## src/hw/rtl/hcbd_pkg.sv

```systemverilog
`timescale 1ns / 1ps
// ----------------------------------------------------------------------------
// hcbd_pkg
// Shared types and constants for the chunked body decoder: byte kind codes,
// the per-byte result flags and the default length width.
// ----------------------------------------------------------------------------
package hcbd_pkg;

   // Default width of the chunk length accumulator and byte counter
   localparam int LENGTH_BITS_DEFAULT = 63;

   // Classification of each byte of the body
   typedef enum logic [2:0] {
      KIND_PAYLOAD = 3'd0,
      KIND_FRAMING = 3'd1,
      KIND_TRAILER = 3'd2,
      KIND_AFTER   = 3'd3,
      KIND_ERROR   = 3'd4
   } byte_kind_type;

   // Flags produced for one request, parser to output stage
   typedef struct packed {
      byte_kind_type kind;
      logic          chunk_last;
      logic          length_valid;
      logic          finished;
      logic          error;
   } rsp_flags_type;

endpackage

```

## src/hw/rtl/hcbd_parser.sv

```systemverilog
`timescale 1ns / 1ps
// ----------------------------------------------------------------------------
// hcbd_parser
// Chunk framing state machine. Holds the parse phase, length accumulator,
// remaining payload count and trailer colon flag, and classifies one byte
// per enabled cycle.
// ----------------------------------------------------------------------------
module hcbd_parser #(
   parameter int LENGTH_BITS = hcbd_pkg::LENGTH_BITS_DEFAULT
) (
   input  logic                      clock,
   input  logic                      reset,
   input  logic                      step_en,
   input  logic                      bypass,
   input  logic [7:0]                data_byte,
   output hcbd_pkg::rsp_flags_type   flags,
   output logic [LENGTH_BITS-1:0]    chunk_length
);
   import hcbd_pkg::*;

   localparam logic [7:0] CHAR_CR    = 8'h0D;
   localparam logic [7:0] CHAR_LF    = 8'h0A;
   localparam logic [7:0] CHAR_SEMI  = 8'h3B;
   localparam logic [7:0] CHAR_COLON = 8'h3A;
   localparam int         HEX_BITS   = 4;

   // Accumulator values below this limit may still take another hex digit
   localparam logic [LENGTH_BITS-1:0] LEN_LIMIT =
      {{HEX_BITS{1'b0}}, {(LENGTH_BITS-HEX_BITS){1'b1}}};

   typedef enum logic [2:0] {
      PH_OPT_CR  = 3'd0,
      PH_OPT_LF  = 3'd1,
      PH_HEADER  = 3'd2,
      PH_EXT     = 3'd3,
      PH_PAYLOAD = 3'd4,
      PH_TRAILER = 3'd5,
      PH_DONE    = 3'd6,
      PH_ERROR   = 3'd7
   } phase_type;

   phase_type              phase_ff, phase_in;
   logic [LENGTH_BITS-1:0] accum_ff, accum_in;
   logic [LENGTH_BITS-1:0] left_ff, left_in;
   logic [LENGTH_BITS-1:0] left_dec;
   logic                   colon_ff, colon_in;
   logic                   hdr_byte, end_hdr;
   logic                   hex_ok;
   logic [HEX_BITS-1:0]    hex_val;
   byte_kind_type          kind;
   logic                   last;

   // Hex digit decode: 0-9, a-f, A-F
   always_comb begin
      hex_ok  = 1'b1;
      hex_val = '0;
      if (data_byte >= 8'h30 && data_byte <= 8'h39) begin
         hex_val = HEX_BITS'(data_byte - 8'h30);
      end else if (data_byte >= 8'h61 && data_byte <= 8'h66) begin
         hex_val = HEX_BITS'(data_byte - 8'h57);
      end else if (data_byte >= 8'h41 && data_byte <= 8'h46) begin
         hex_val = HEX_BITS'(data_byte - 8'h37);
      end else begin
         hex_ok = 1'b0;
      end
   end

   // Saturating decrement of the payload counter
   assign left_dec = (left_ff != '0) ? (left_ff - LENGTH_BITS'(1)) : '0;

   // Next state and classification
   always_comb begin
      phase_in     = phase_ff;
      accum_in     = accum_ff;
      left_in      = left_ff;
      colon_in     = colon_ff;
      kind         = KIND_PAYLOAD;
      last         = 1'b0;
      hdr_byte     = 1'b0;
      end_hdr      = 1'b0;
      chunk_length = '0;

      if (!bypass) begin
         unique case (phase_ff)
            PH_OPT_CR: begin
               if (data_byte == CHAR_CR) begin
                  kind     = KIND_FRAMING;
                  phase_in = PH_OPT_LF;
               end else if (data_byte == CHAR_LF) begin
                  kind     = KIND_FRAMING;
                  phase_in = PH_HEADER;
               end else begin
                  hdr_byte = 1'b1;
               end
            end
            PH_OPT_LF: begin
               if (data_byte == CHAR_LF) begin
                  kind     = KIND_FRAMING;
                  phase_in = PH_HEADER;
               end else begin
                  hdr_byte = 1'b1;
               end
            end
            PH_HEADER: begin
               hdr_byte = 1'b1;
            end
            PH_EXT: begin
               kind = KIND_FRAMING;
               if (data_byte == CHAR_LF) end_hdr = 1'b1;
            end
            PH_PAYLOAD: begin
               kind    = KIND_PAYLOAD;
               left_in = left_dec;
               if (left_dec == '0) begin
                  last     = 1'b1;
                  phase_in = PH_OPT_CR;
               end
            end
            PH_TRAILER: begin
               kind = KIND_TRAILER;
               if (data_byte == CHAR_COLON) begin
                  colon_in = 1'b1;
               end else if (data_byte == CHAR_LF) begin
                  if (colon_ff) colon_in = 1'b0;
                  else          phase_in = PH_DONE;
               end
            end
            PH_DONE: begin
               kind = KIND_AFTER;
            end
            PH_ERROR: begin
               kind = KIND_ERROR;
            end
         endcase

         // Header line byte: hex digits, CR ignored, LF ends, ';' opens extension
         if (hdr_byte) begin
            phase_in = PH_HEADER;
            kind     = KIND_FRAMING;
            if (data_byte == CHAR_CR) begin
               kind = KIND_FRAMING;
            end else if (data_byte == CHAR_LF) begin
               end_hdr = 1'b1;
            end else if (data_byte == CHAR_SEMI) begin
               phase_in = PH_EXT;
            end else if (!hex_ok || accum_ff >= LEN_LIMIT) begin
               phase_in = PH_ERROR;
               kind     = KIND_ERROR;
            end else begin
               accum_in = {accum_ff[LENGTH_BITS-HEX_BITS-1:0], hex_val};
            end
         end

         // End of header line: publish length, go to payload or trailer
         if (end_hdr) begin
            chunk_length = accum_ff;
            accum_in     = '0;
            if (accum_ff != '0) begin
               left_in  = accum_ff;
               phase_in = PH_PAYLOAD;
            end else begin
               colon_in = 1'b0;
               phase_in = PH_TRAILER;
            end
         end
      end

      flags.kind         = kind;
      flags.chunk_last   = last;
      flags.length_valid = end_hdr;
      flags.finished     = (phase_in == PH_DONE);
      flags.error        = (phase_in == PH_ERROR);
   end

   // Parser state
   always_ff @(posedge clock) begin
      if (reset) begin
         phase_ff <= PH_OPT_CR;
         accum_ff <= '0;
         left_ff  <= '0;
         colon_ff <= 1'b0;
      end else if (step_en) begin
         phase_ff <= phase_in;
         accum_ff <= accum_in;
         left_ff  <= left_in;
         colon_ff <= colon_in;
      end
   end

endmodule

```

## src/hw/rtl/http_chunked_body_decoder_top.sv

```systemverilog
`timescale 1ns / 1ps
// ----------------------------------------------------------------------------
// http_chunked_body_decoder_top
// Classifies each byte of a chunked HTTP body as payload, framing, trailer,
// after-end or error, one byte per cycle while the response side does not stall.
// ----------------------------------------------------------------------------
// One request (one body byte) is taken every cycle while req_stall is low
// and gives exactly one response. The byte lands in an input register, the
// parser classifies it and updates its phase, length accumulator and payload
// counter, and the result sits in the output register. One byte per cycle,
// without response stalls, is set by the parser state update. Backpressure on
// the response side stalls the input register, and req_stall rises only when
// both registers are full. The user must write the bypass bit through
// csr_wr_en/csr_wr_data only while the block is idle; nothing enforces it.
module http_chunked_body_decoder_top #(
   parameter int LENGTH_BITS = hcbd_pkg::LENGTH_BITS_DEFAULT
) (
   input  logic                   clock,
   input  logic                   reset,
   // configuration
   input  logic                   csr_wr_en,
   input  logic                   csr_wr_data,
   // request channel
   input  logic                   req_valid,
   output logic                   req_stall,
   input  logic [7:0]             req_data_byte,
   // response channel
   output logic                   rsp_valid,
   input  logic                   rsp_stall,
   output logic [7:0]             rsp_byte_out,
   output logic [2:0]             rsp_byte_kind,
   output logic                   rsp_chunk_last,
   output logic                   rsp_length_valid,
   output logic [LENGTH_BITS-1:0] rsp_chunk_length,
   output logic                   rsp_finished,
   output logic                   rsp_error
);
   import hcbd_pkg::*;

   logic                   bypass_ff;
   logic                   req_valid_ff;
   logic [7:0]             req_byte_ff;
   logic                   rsp_valid_ff;
   logic [7:0]             rsp_byte_ff;
   rsp_flags_type          rsp_flags_ff;
   logic [LENGTH_BITS-1:0] rsp_length_ff;
   logic                   out_load;
   logic                   in_load;
   rsp_flags_type          flags;
   logic [LENGTH_BITS-1:0] chunk_length;

   // Pipeline advance
   assign out_load  = req_valid_ff && (!rsp_valid_ff || !rsp_stall);
   assign in_load   = !req_valid_ff || out_load;
   assign req_stall = !in_load;

   // Bypass register
   always_ff @(posedge clock) begin
      if (reset) begin
         bypass_ff <= 1'b0;
      end else if (csr_wr_en) begin
         bypass_ff <= csr_wr_data;
      end
   end

   // Input register
   always_ff @(posedge clock) begin
      if (reset) begin
         req_valid_ff <= 1'b0;
      end else if (in_load) begin
         req_valid_ff <= req_valid;
      end
   end

   always_ff @(posedge clock) begin
      if (in_load && req_valid) req_byte_ff <= req_data_byte;
   end

   hcbd_parser #(
      .LENGTH_BITS (LENGTH_BITS)
   ) u_parser (
      .clock        (clock),
      .reset        (reset),
      .step_en      (out_load),
      .bypass       (bypass_ff),
      .data_byte    (req_byte_ff),
      .flags        (flags),
      .chunk_length (chunk_length)
   );

   // Output register
   always_ff @(posedge clock) begin
      if (reset) begin
         rsp_valid_ff <= 1'b0;
      end else if (out_load) begin
         rsp_valid_ff <= 1'b1;
      end else if (!rsp_stall) begin
         rsp_valid_ff <= 1'b0;
      end
   end

   always_ff @(posedge clock) begin
      if (out_load) begin
         rsp_byte_ff   <= req_byte_ff;
         rsp_flags_ff  <= flags;
         rsp_length_ff <= chunk_length;
      end
   end

   assign rsp_valid        = rsp_valid_ff;
   assign rsp_byte_out     = rsp_byte_ff;
   assign rsp_byte_kind    = rsp_flags_ff.kind;
   assign rsp_chunk_last   = rsp_flags_ff.chunk_last;
   assign rsp_length_valid = rsp_flags_ff.length_valid;
   assign rsp_chunk_length = rsp_length_ff;
   assign rsp_finished     = rsp_flags_ff.finished;
   assign rsp_error        = rsp_flags_ff.error;

   // Checks
   a_len_is_framing: assert property (@(posedge clock) disable iff (reset)
      rsp_valid && rsp_length_valid |-> rsp_byte_kind == KIND_FRAMING)
      else $error("length_valid on a non-framing byte");

   a_last_is_payload: assert property (@(posedge clock) disable iff (reset)
      rsp_valid && rsp_chunk_last |-> rsp_byte_kind == KIND_PAYLOAD)
      else $error("chunk_last on a non-payload byte");

   a_done_xor_error: assert property (@(posedge clock) disable iff (reset)
      rsp_valid |-> !(rsp_finished && rsp_error))
      else $error("finished and error both set");

   a_stall_only_full: assert property (@(posedge clock) disable iff (reset)
      req_stall |-> req_valid_ff && rsp_valid_ff && rsp_stall)
      else $error("request stalled with room in the pipeline");

endmodule
```

## config.mk

```make
export PLATFORM = sky130hd
export DESIGN_NAME = http_chunked_body_decoder_top
export DESIGN_NICKNAME = d
export VERILOG_FILES = /design/src/hw/rtl/hcbd_pkg.sv /design/src/hw/rtl/hcbd_parser.sv /design/src/hw/rtl/http_chunked_body_decoder_top.sv
export SDC_FILE = /design/constraint.sdc
export NUM_CORES = 1
export LEC_CHECK = 0
export BUFFER_PORTS_ARGS = -buffer_cell sky130_fd_sc_hd__buf_2
export CORE_MARGIN = 2
export CORE_UTILIZATION = 25
export DETAILED_ROUTE_END_ITERATION = 16
export SYNTH_ARGS = -nofsm -noshare
export SYNTH_HDL_FRONTEND = slang
export SYNTH_SLANG_ARGS = --single-unit
```

## constraint.sdc

```tcl
create_clock -name clock -period 6.7 [get_ports clock]
set_clock_uncertainty 0.15 [all_clocks]
set_input_delay 1.34 -clock clock [delete_from_list [all_inputs] [get_ports clock]]
set_output_delay 1.34 -clock clock [all_outputs]
set_load 0.03 [all_outputs]
```

==> results.txt, run 1 <==
----------------------------------------------------
[Critical path]
  Kind of end point of the critical path ... flop
  Launch instance of the worst register-to-register path ... req_byte_ff[3]$_DFFE_PP_
  WP data required ... 7.00 ns
  CP Class ... flop to flop
  Arrival time worst endpoint ... 4.60 ns
  Startpoint type of the worst setup path ... flop
  Setup slack, reg-to-reg ... 2.40 ns
  Crit path max fanout ... 63
  R2R Path End ... u_parser.left_ff[49]$_SDFFE_PP0P_
  Worst Reg2Reg Path Length in Cells ... 9

[Logic synthesis]
  Xor and xnor area share after synthesis ... 2.51%
  Number of storage elements in the synthesis netlist ... 219
  Mean instance size in the synthesized netlist ... 8.89 µm²
  Multiplexer area fraction after synthesis ... 0.517%
  Top-area cell type share of the netlist area ... 22.4%
  Post-synth net total ... 1353
  Part of the Yosys area used for sequential elements ... 44.2%
  Basic-gate share of the synthesized area counting and, or, nand and nor cells ... 30.7%
  Commonest register cell after synthesis ... dfxtp_1
  Combinational family with the most area after synthesis ... simple AND/OR/NAND/NOR gates
  Cells after synthesis ... 1334
  Number of synthesis warnings ... 0
  Post-synth top area cell ... dfxtp_1
  Cell types with the largest area share after synthesis ... dfxtp_1 (22%), edfxtp_1 (22%), a21oi_1 (4.9%)
  Ys async rst share ... 0%
  Number of synthesized flops with an enable pin ... 86
  Synthesized area ... 11900 µm²
  Adder-cell share of the synthesized area ... 0.527%
  Distinct cell type count of the synthesized netlist ... 88
  Synth Area in Compound Gates ... 16.7%

[Global route]
  Global-route usage over all layers ... 16.5%
  Number of antenna violations at the first check in global routing ... 2
  Vias in the first global route ... 9957
  First-pass GRT wire length ... 63.7 mm
  Maximum number of pins on one net before global-route repair ... 127
  Global-route congestion overflow total ... 0

[Timing]
  Accumulated negative setup slack ... 0 ns
  Max frequency ... 0.232 GHz
  Final Cycle Share ... 64.2%
  Hold Violations, Final ... 0
  Normalized max-slew margin ... 16.6%
  Slew of the pin with the lowest slew margin ... 1.25 ns
  Unrepaired setup endpoints after global routing ... false
  Tmin final ... 4.30 ns
  Number of max-slew violations in the final report ... 0
  Setup-failing EPs final ... 0

[Drt]
  Routed wire length on met3 ... 2.89 mm
  Count of nets left with antenna violations after detail routing ... 0
  Met2 WL post-DR ... 18.1 mm
  Top layer reached by signal wires ... met4
  Post-detailed-route DRC marker count ... 0
  First-iteration detailed-routing DRC count ... 1014
  Average wire length per cell after detail routing ... 20.8 µm
  Post-Route M1 WL ... 19.5 mm
  Number of vias after detailed routing ... 10700
  Length of the first detailed-routing pass in iterations ... 5
  Detailed Route WL ... 41.4 mm
  Post-DR vias/cell ... 5.38

[Hold path]
  Hold path cells ... 2
  Class of the tightest hold or removal check ... flop to flop
  Endpoint of the worst hold-timing path ... rsp_valid$_SDFFE_PP0P_
  Min-delay src ... req_valid_ff$_SDFFE_PP0N_

[Floorplanning]
  Die extent in x ... 222 µm
  Initial Util ... 25.4%
  Number of placed I/O pins ... 94
  Vertical extent of the die ... 222 µm
  Number of cell rows ... 79
  Core box area ... 46700 µm²
  Die Footprint ... 49200 µm²

[Clock network]
  Inserted Clock Buffers ... 25
  Root cell of the clock tree ... clkbuf_16
  Post-CTS Hold Buffers ... 0
  Source-to-sink clock delay at the later pin of the worst-skew pair ... 0.54 ns
  Setup Fix Bufs, Post-CTS ... 0
  Clock sinks ... 219
  Clock-pin slew on the worst setup and hold paths ... 0.06 ns
  TritonCTS clock tree ... built
  Quantity of gates resized following cts ... 0
  H-Tree Depth ... 1
  Number of buffers on the longest clock path ... 3

[Finish]
  Leading cell types in the layout, fill and taps excluded ... dfxtp_1 (133), nor2_1 (124), a21oi_1 (116), buf_2 (92), edfxtp_1 (86)
  Final core utilization ... 29.0%
  Fraction of layout instances using a drive strength above 1 ... 14.0%
  Number of nets in the final layout ... 1380
  Commonest non-fill, non-tap cell in the layout ... dfxtp_1
  Synth-to-Final Area Change ... 14.1%

[Power and ir drop]
  Leakage power total ... 4.60 nW
  Total chip power ... 4.01 mW
  Max VDD drop ... 0.000167 V
  Total power per unit cell area ... 296 nW/µm²

[Outcome]
  Outcome ... finished clean

[Placement]
  Port Buffers ... 93
  Dpl hpwl ... 28.9 mm
  Global placer's final weighted congestion ... 1.01

[Flow run]
  Max capacitance violation total ... 0

----------------------------------------------------
## synthesized netlist by cell type, types with 6 or more instances
library cell,n
dfxtp_1,133
and3_1,7
buf_4,7
or3_1,9
nor4b_1,9
inv_1,18
clkbuf_1,67
edfxtp_1,86
nand4_1,41
nand3_1,79
nand2_1,68
o22ai_1,10
buf_2,22
nor2b_1,9
xor2_1,15
buf_6,8
o21ai_0,67
nor3_1,41
nor3_2,6
nor2_1,125
a21oi_1,116
nand2b_1,62
a211oi_1,40
o211ai_1,28
or4_1,10
and2_1,61
nand3b_1,8
o21ai_1,6
nor4_1,36
xnor2_1,19
## worst max-delay path: stages, from the launching register on
cell and delay (ns):
edfxtp_1 0.45, or3b_1 0.43, or4_2 0.61, buf_4 0.32
or3_4 0.52, nand2b_4 0.34, a21oi_2 0.62, buf_4 0.43
nor2_1 0.08, a211oi_1 0.24
## power breakdown
part | leakage [nW] | switching [mW] | internal [mW]
Sequential | 1.87 | 0.0418 | 1.42
Combinational | 2.32 | 0.777 | 0.356
Clock | 0.413 | 0.570 | 0.846
Total | 4.60 | 1.39 | 2.62
## flip-flops by register name, summed over array words and instances, names as in the netlist
signal             count
rsp_valid              1
rsp_length_valid       1
u_parser.left_ff      63
req_byte_ff            8
rsp_byte_out           8
u_parser.phase_ff      3
u_parser.colon_ff      1
rsp_byte_kind          3
rsp_error              1
u_parser.accum_ff     63
rsp_chunk_last         1
bypass_ff              1
rsp_finished           1
rsp_chunk_length      63
req_valid_ff           1
## area by class of cell
class                           count  area (µm²)
Multi-Input combinational cell    991        6050
Antenna cell                        1        2.50
Inverter                           18        68.8
Fill cell                        4968       33100
Clock inverter                     14         181
Timing Repair Buffer              106         578
Tap cell                          607         759
Clock buffer                       32         652
Sequential cell                   219        5250
## per-stage QoR
step	hold WS (ns)	instance area [µm²]	setup slack (ns)	instances
after floorplan	0.271	11900	3.02	1334
after global placement	0.315	12700	2.55	1941
after detailed placement	0.339	12700	2.44	1941
after CTS	0.348	13500	2.43	1987
after global routing	0.378	13500	2.16	1987
final	0.343	13500	2.40	1988
## logic make-up (layout without fill, tap and decap cells)
group | after synthesis | count (layout)
compound gates | 321 | 321
xor+xnor | 34 | 34
fa+ha+maj | 5 | 5
buf+inv | 124 | 170
flops | 219 | 219
mux | 6 | 6
other cells | 0 | 1
simple gates | 625 | 625
## per-layer routing
layer | global-route usage [%] | vias up
met5 | 0 | -
met4 | 4.73 | 0
met3 | 3.22 | 54
met2 | 25.0 | 400
met1 | 23.8 | 5252
li1 | - | 4980
## how the worst max path moves through the flow
stage                                           startpoint                           endpoint  slack [ns]  depth (start not counted)
after global routing      u_parser.left_ff[0]$_SDFFE_PP0P_  u_parser.phase_ff[2]$_SDFFE_PP0P_        2.16                         11
after global placement            req_byte_ff[3]$_DFFE_PP_   u_parser.left_ff[0]$_SDFFE_PP0P_        2.55                         10
after CTS                         req_byte_ff[6]$_DFFE_PP_  u_parser.left_ff[49]$_SDFFE_PP0P_        2.43                          9
after detailed placement          req_byte_ff[3]$_DFFE_PP_  u_parser.left_ff[49]$_SDFFE_PP0P_        2.44                          9
after floorplan                                  rsp_stall  u_parser.phase_ff[2]$_SDFFE_PP0P_        3.02                          5
final                             req_byte_ff[3]$_DFFE_PP_  u_parser.left_ff[49]$_SDFFE_PP0P_        2.40                          9
No activity file was read; power rests on OpenSTA's default activity.
==> run 2, diff against run 1 <==
==> constraint.sdc (replaced) <==
create_clock -name clock -period 4.4 [get_ports clock]
set_clock_uncertainty 0.15 [all_clocks]
set_input_delay 0.88 -clock clock [delete_from_list [all_inputs] [get_ports clock]]
set_output_delay 0.88 -clock clock [all_outputs]
set_load 0.03 [all_outputs]
==> results.txt, run 2 (synthesis gave the netlist of run 1 again) <==
----------------------------------------------------
[Timing]
  Hold Violations, Final ... 0 (unchanged)
  Slew of the pin with the lowest slew margin ... 1.05 ns (-0.197 ns)
  Normalized max-slew margin ... 29.8% (+13 points)
  Accumulated negative setup slack ... 0 ns (unchanged)
  Final hold slack ... 0.358 ns (+0.0149 ns)
  Tmin final ... 4.27 ns (-0.0304 ns)
  Number of max-slew violations in the final report ... 0 (unchanged)
  Final Cycle Share ... 97.1% (+33 points)
  Max frequency ... 0.234 GHz (+0.71%)
  Unrepaired setup endpoints after global routing ... false
  Setup-failing EPs final ... 0 (unchanged)

[Placement]
  Port Buffers ... 93 (unchanged)
  Cells after DPL ... 1988 (+2.4%)
  Dpl hpwl ... 30.9 mm (+6.7%)
  Global placer's final weighted congestion ... 0.953 (-5.3%)
  Cell Area, Placed ... 13100 µm² (+3.0%)

[Floorplanning]
  Vertical extent of the die ... 222 µm (unchanged)
  Initial Util ... 25.4% (unchanged)
  Die Footprint ... 49200 µm² (unchanged)
  Number of cell rows ... 79 (unchanged)
  Core box area ... 46700 µm² (unchanged)
  Die extent in x ... 222 µm (unchanged)
  Number of placed I/O pins ... 94 (unchanged)

[Drt]
  Detailed Route WL ... 43.2 mm (+4.2%)
  Average wire length per cell after detail routing ... 21.2 µm (+1.7%)
  Number of vias after detailed routing ... 10800 (+1.1%)
  First-iteration detailed-routing DRC count ... 974 (-3.9%)
  Length of the first detailed-routing pass in iterations ... 5 (unchanged)
  Post-DR vias/cell ... 5.31 (-1.3%)
  Count of nets left with antenna violations after detail routing ... 0 (unchanged)
  Post-detailed-route DRC marker count ... 0 (unchanged)

[Clock network]
  Post-CTS Hold Buffers ... 0 (unchanged)
  Clock sinks ... 219 (unchanged)
  Root cell of the clock tree ... clkbuf_16
  Source-to-sink clock delay at the later pin of the worst-skew pair ... 0.53 ns (about the same)
  Setup Fix Bufs, Post-CTS ... 0 (unchanged)
  Clock-pin slew on the worst setup and hold paths ... 0.06 ns (about the same)
  TritonCTS clock tree ... built
  H-Tree Depth ... 1 (unchanged)
  Number of buffers on the longest clock path ... 3 (unchanged)
  Inserted Clock Buffers ... 25 (unchanged)
  Quantity of gates resized following cts ... 0 (unchanged)

[Flow run]
  Max capacitance violation total ... 0 (unchanged)

[Critical path]
  Worst Reg2Reg Path Length in Cells ... 9 (unchanged)
  Launch instance of the worst register-to-register path ... u_parser.left_ff[7]$_SDFFE_PP0P_
  WP data required ... 4.60 ns (-2.40 ns)
  Kind of end point of the critical path ... flop
  R2R Path End ... rsp_chunk_last$_SDFFCE_PP0P_
  Setup slack, reg-to-reg ... 0.13 ns (-2.27 ns)
  Crit path max fanout ... 12 (-81%)
  Startpoint type of the worst setup path ... flop
  CP Class ... flop to flop
  Arrival time worst endpoint ... 4.47 ns (-0.13 ns)

[Finish]
  Number of nets in the final layout ... 1427 (+3.4%)
  Number of non-filler instances in the completed layout ... 2035 (+2.4%)
  Final core utilization ... 29.7% (+0.72 points)
  Combined area of the multi-input logic cells ... 6050 µm² (about the same)
  Cell area after layout ... 13900 µm² (+2.5%)
  Filler cell count ... 4971 (+0.060%)
  Synth-to-Final Area Change ... 17.0%
  Fraction of layout instances using a drive strength above 1 ... 16.8% (+2.8 points)
  FF+latch area ... 5250 µm² (unchanged)
  Leading cell types in the layout, fill and taps excluded ... dfxtp_1 (133), nor2_1 (124), a21oi_1 (116), buf_2 (92), edfxtp_1 (86)
  Commonest non-fill, non-tap cell in the layout ... dfxtp_1

[Power and ir drop]
  Max VDD drop ... 0.000293 V (+75%)
  Total power per unit cell area ... 439 nW/µm² (+48%)
  Leakage power total ... 4.82 nW (+4.7%)

[Hold path]
  Class of the tightest hold or removal check ... flop to flop
  Min-delay src ... req_valid_ff$_SDFFE_PP0N_
  Endpoint of the worst hold-timing path ... rsp_valid$_SDFFE_PP0P_
  Hold path cells ... 2 (unchanged)

[Global route]
  First-pass GRT wire length ... 65.0 mm (+1.9%)
  Vias in the first global route ... 10100 (+1.8%)
  Number of antenna violations at the first check in global routing ... 1 (-1)
  Maximum number of pins on one net before global-route repair ... 75 (-41%)
  Global-route usage over all layers ... 17.0% (+0.49 points)
  Global-route congestion overflow total ... 0 (unchanged)

[Outcome]
  Outcome ... finished clean

----------------------------------------------------
## run 2: cell count changes in the layout (fill, tap and decap cells not counted)
cell        before  now
inv_6            2    1
buf_12           1    4
bufinv_16        4    0
and2_1          61   60
clkbuf_8         0    3
nor4_1          35   36
buf_4           13   57
clkinv_2         8    6
clkinvlp_4       0    3
nor4_2           3    2
and2_2           0    1
clkbuf_16       25   26
## run 2: worst max-delay path, cell delays in order, from the launching register on
cell and delay [ns]:
dfxtp_1 0.36, nor2_1 0.82, nand4_4 0.42, nor4_4 0.52
nand3b_1 0.14, xor2_1 0.35, nor3b_1 0.37, nand4_1 0.15
or4_1 0.55, a21oi_1 0.26
## run 2: cell type report
| cell class | instances | area share [%] |
|---|---|---|
| antenna | 1 | 0.0180 |
| clock buffer | 36 | 5.18 |
| clock inverter | 10 | 0.469 |
| inverter | 18 | 0.496 |
| multi-input combinational | 991 | 43.6 |
| sequential | 219 | 37.8 |
| tap | 607 | 5.47 |
| timing repair buffer | 153 | 6.98 |
## run 2: per-stage QoR
step	power, mW	setup WS (ns)
after floorplan	3.42	1.18
after global placement	4.14	0.234
after detailed placement	4.12	0.282
after CTS	6.13	0.224
after global routing	6.36	0.0235
final	6.09	0.127
## run 2: worst max path at each step
stage	endpoint	start	slack, ns	cells past startpoint
3_3_place_gp	rsp_chunk_last$_SDFFCE_PP0P_	u_parser.left_ff[7]$_SDFFE_PP0P_	0.23	9
4_1_cts	rsp_chunk_last$_SDFFCE_PP0P_	u_parser.left_ff[7]$_SDFFE_PP0P_	0.22	9
2_1_floorplan	u_parser.phase_ff[2]$_SDFFE_PP0P_	rsp_stall	1.18	5
3_5_place_dp	rsp_chunk_last$_SDFFCE_PP0P_	u_parser.left_ff[7]$_SDFFE_PP0P_	0.28	9
5_1_grt	rsp_chunk_last$_SDFFCE_PP0P_	u_parser.left_ff[7]$_SDFFE_PP0P_	0.02	9
6_report	rsp_chunk_last$_SDFFCE_PP0P_	u_parser.left_ff[7]$_SDFFE_PP0P_	0.13	9
## run 2: power by group
| part | switching (mW) | internal, mW | leakage (nW) |
|---|---|---|---|
| Combinational | 1.25 | 0.629 | 2.57 |
| Clock | 0.851 | 1.14 | 0.379 |
| Sequential | 0.0588 | 2.17 | 1.87 |
| Total | 2.16 | 3.93 | 4.82 |
## run 2: routing by layer
metal  vias up  part of all wire (%)  track usage, %  routed length, µm
met5         -                     0               0                  0
met4         0                   2.4            4.38               1020
met1      5270                    46            24.0              20000
li1       5091                     -               -                  -
met2       384                    44            26.4              19100
met3        56                   7.1            3.59               3060
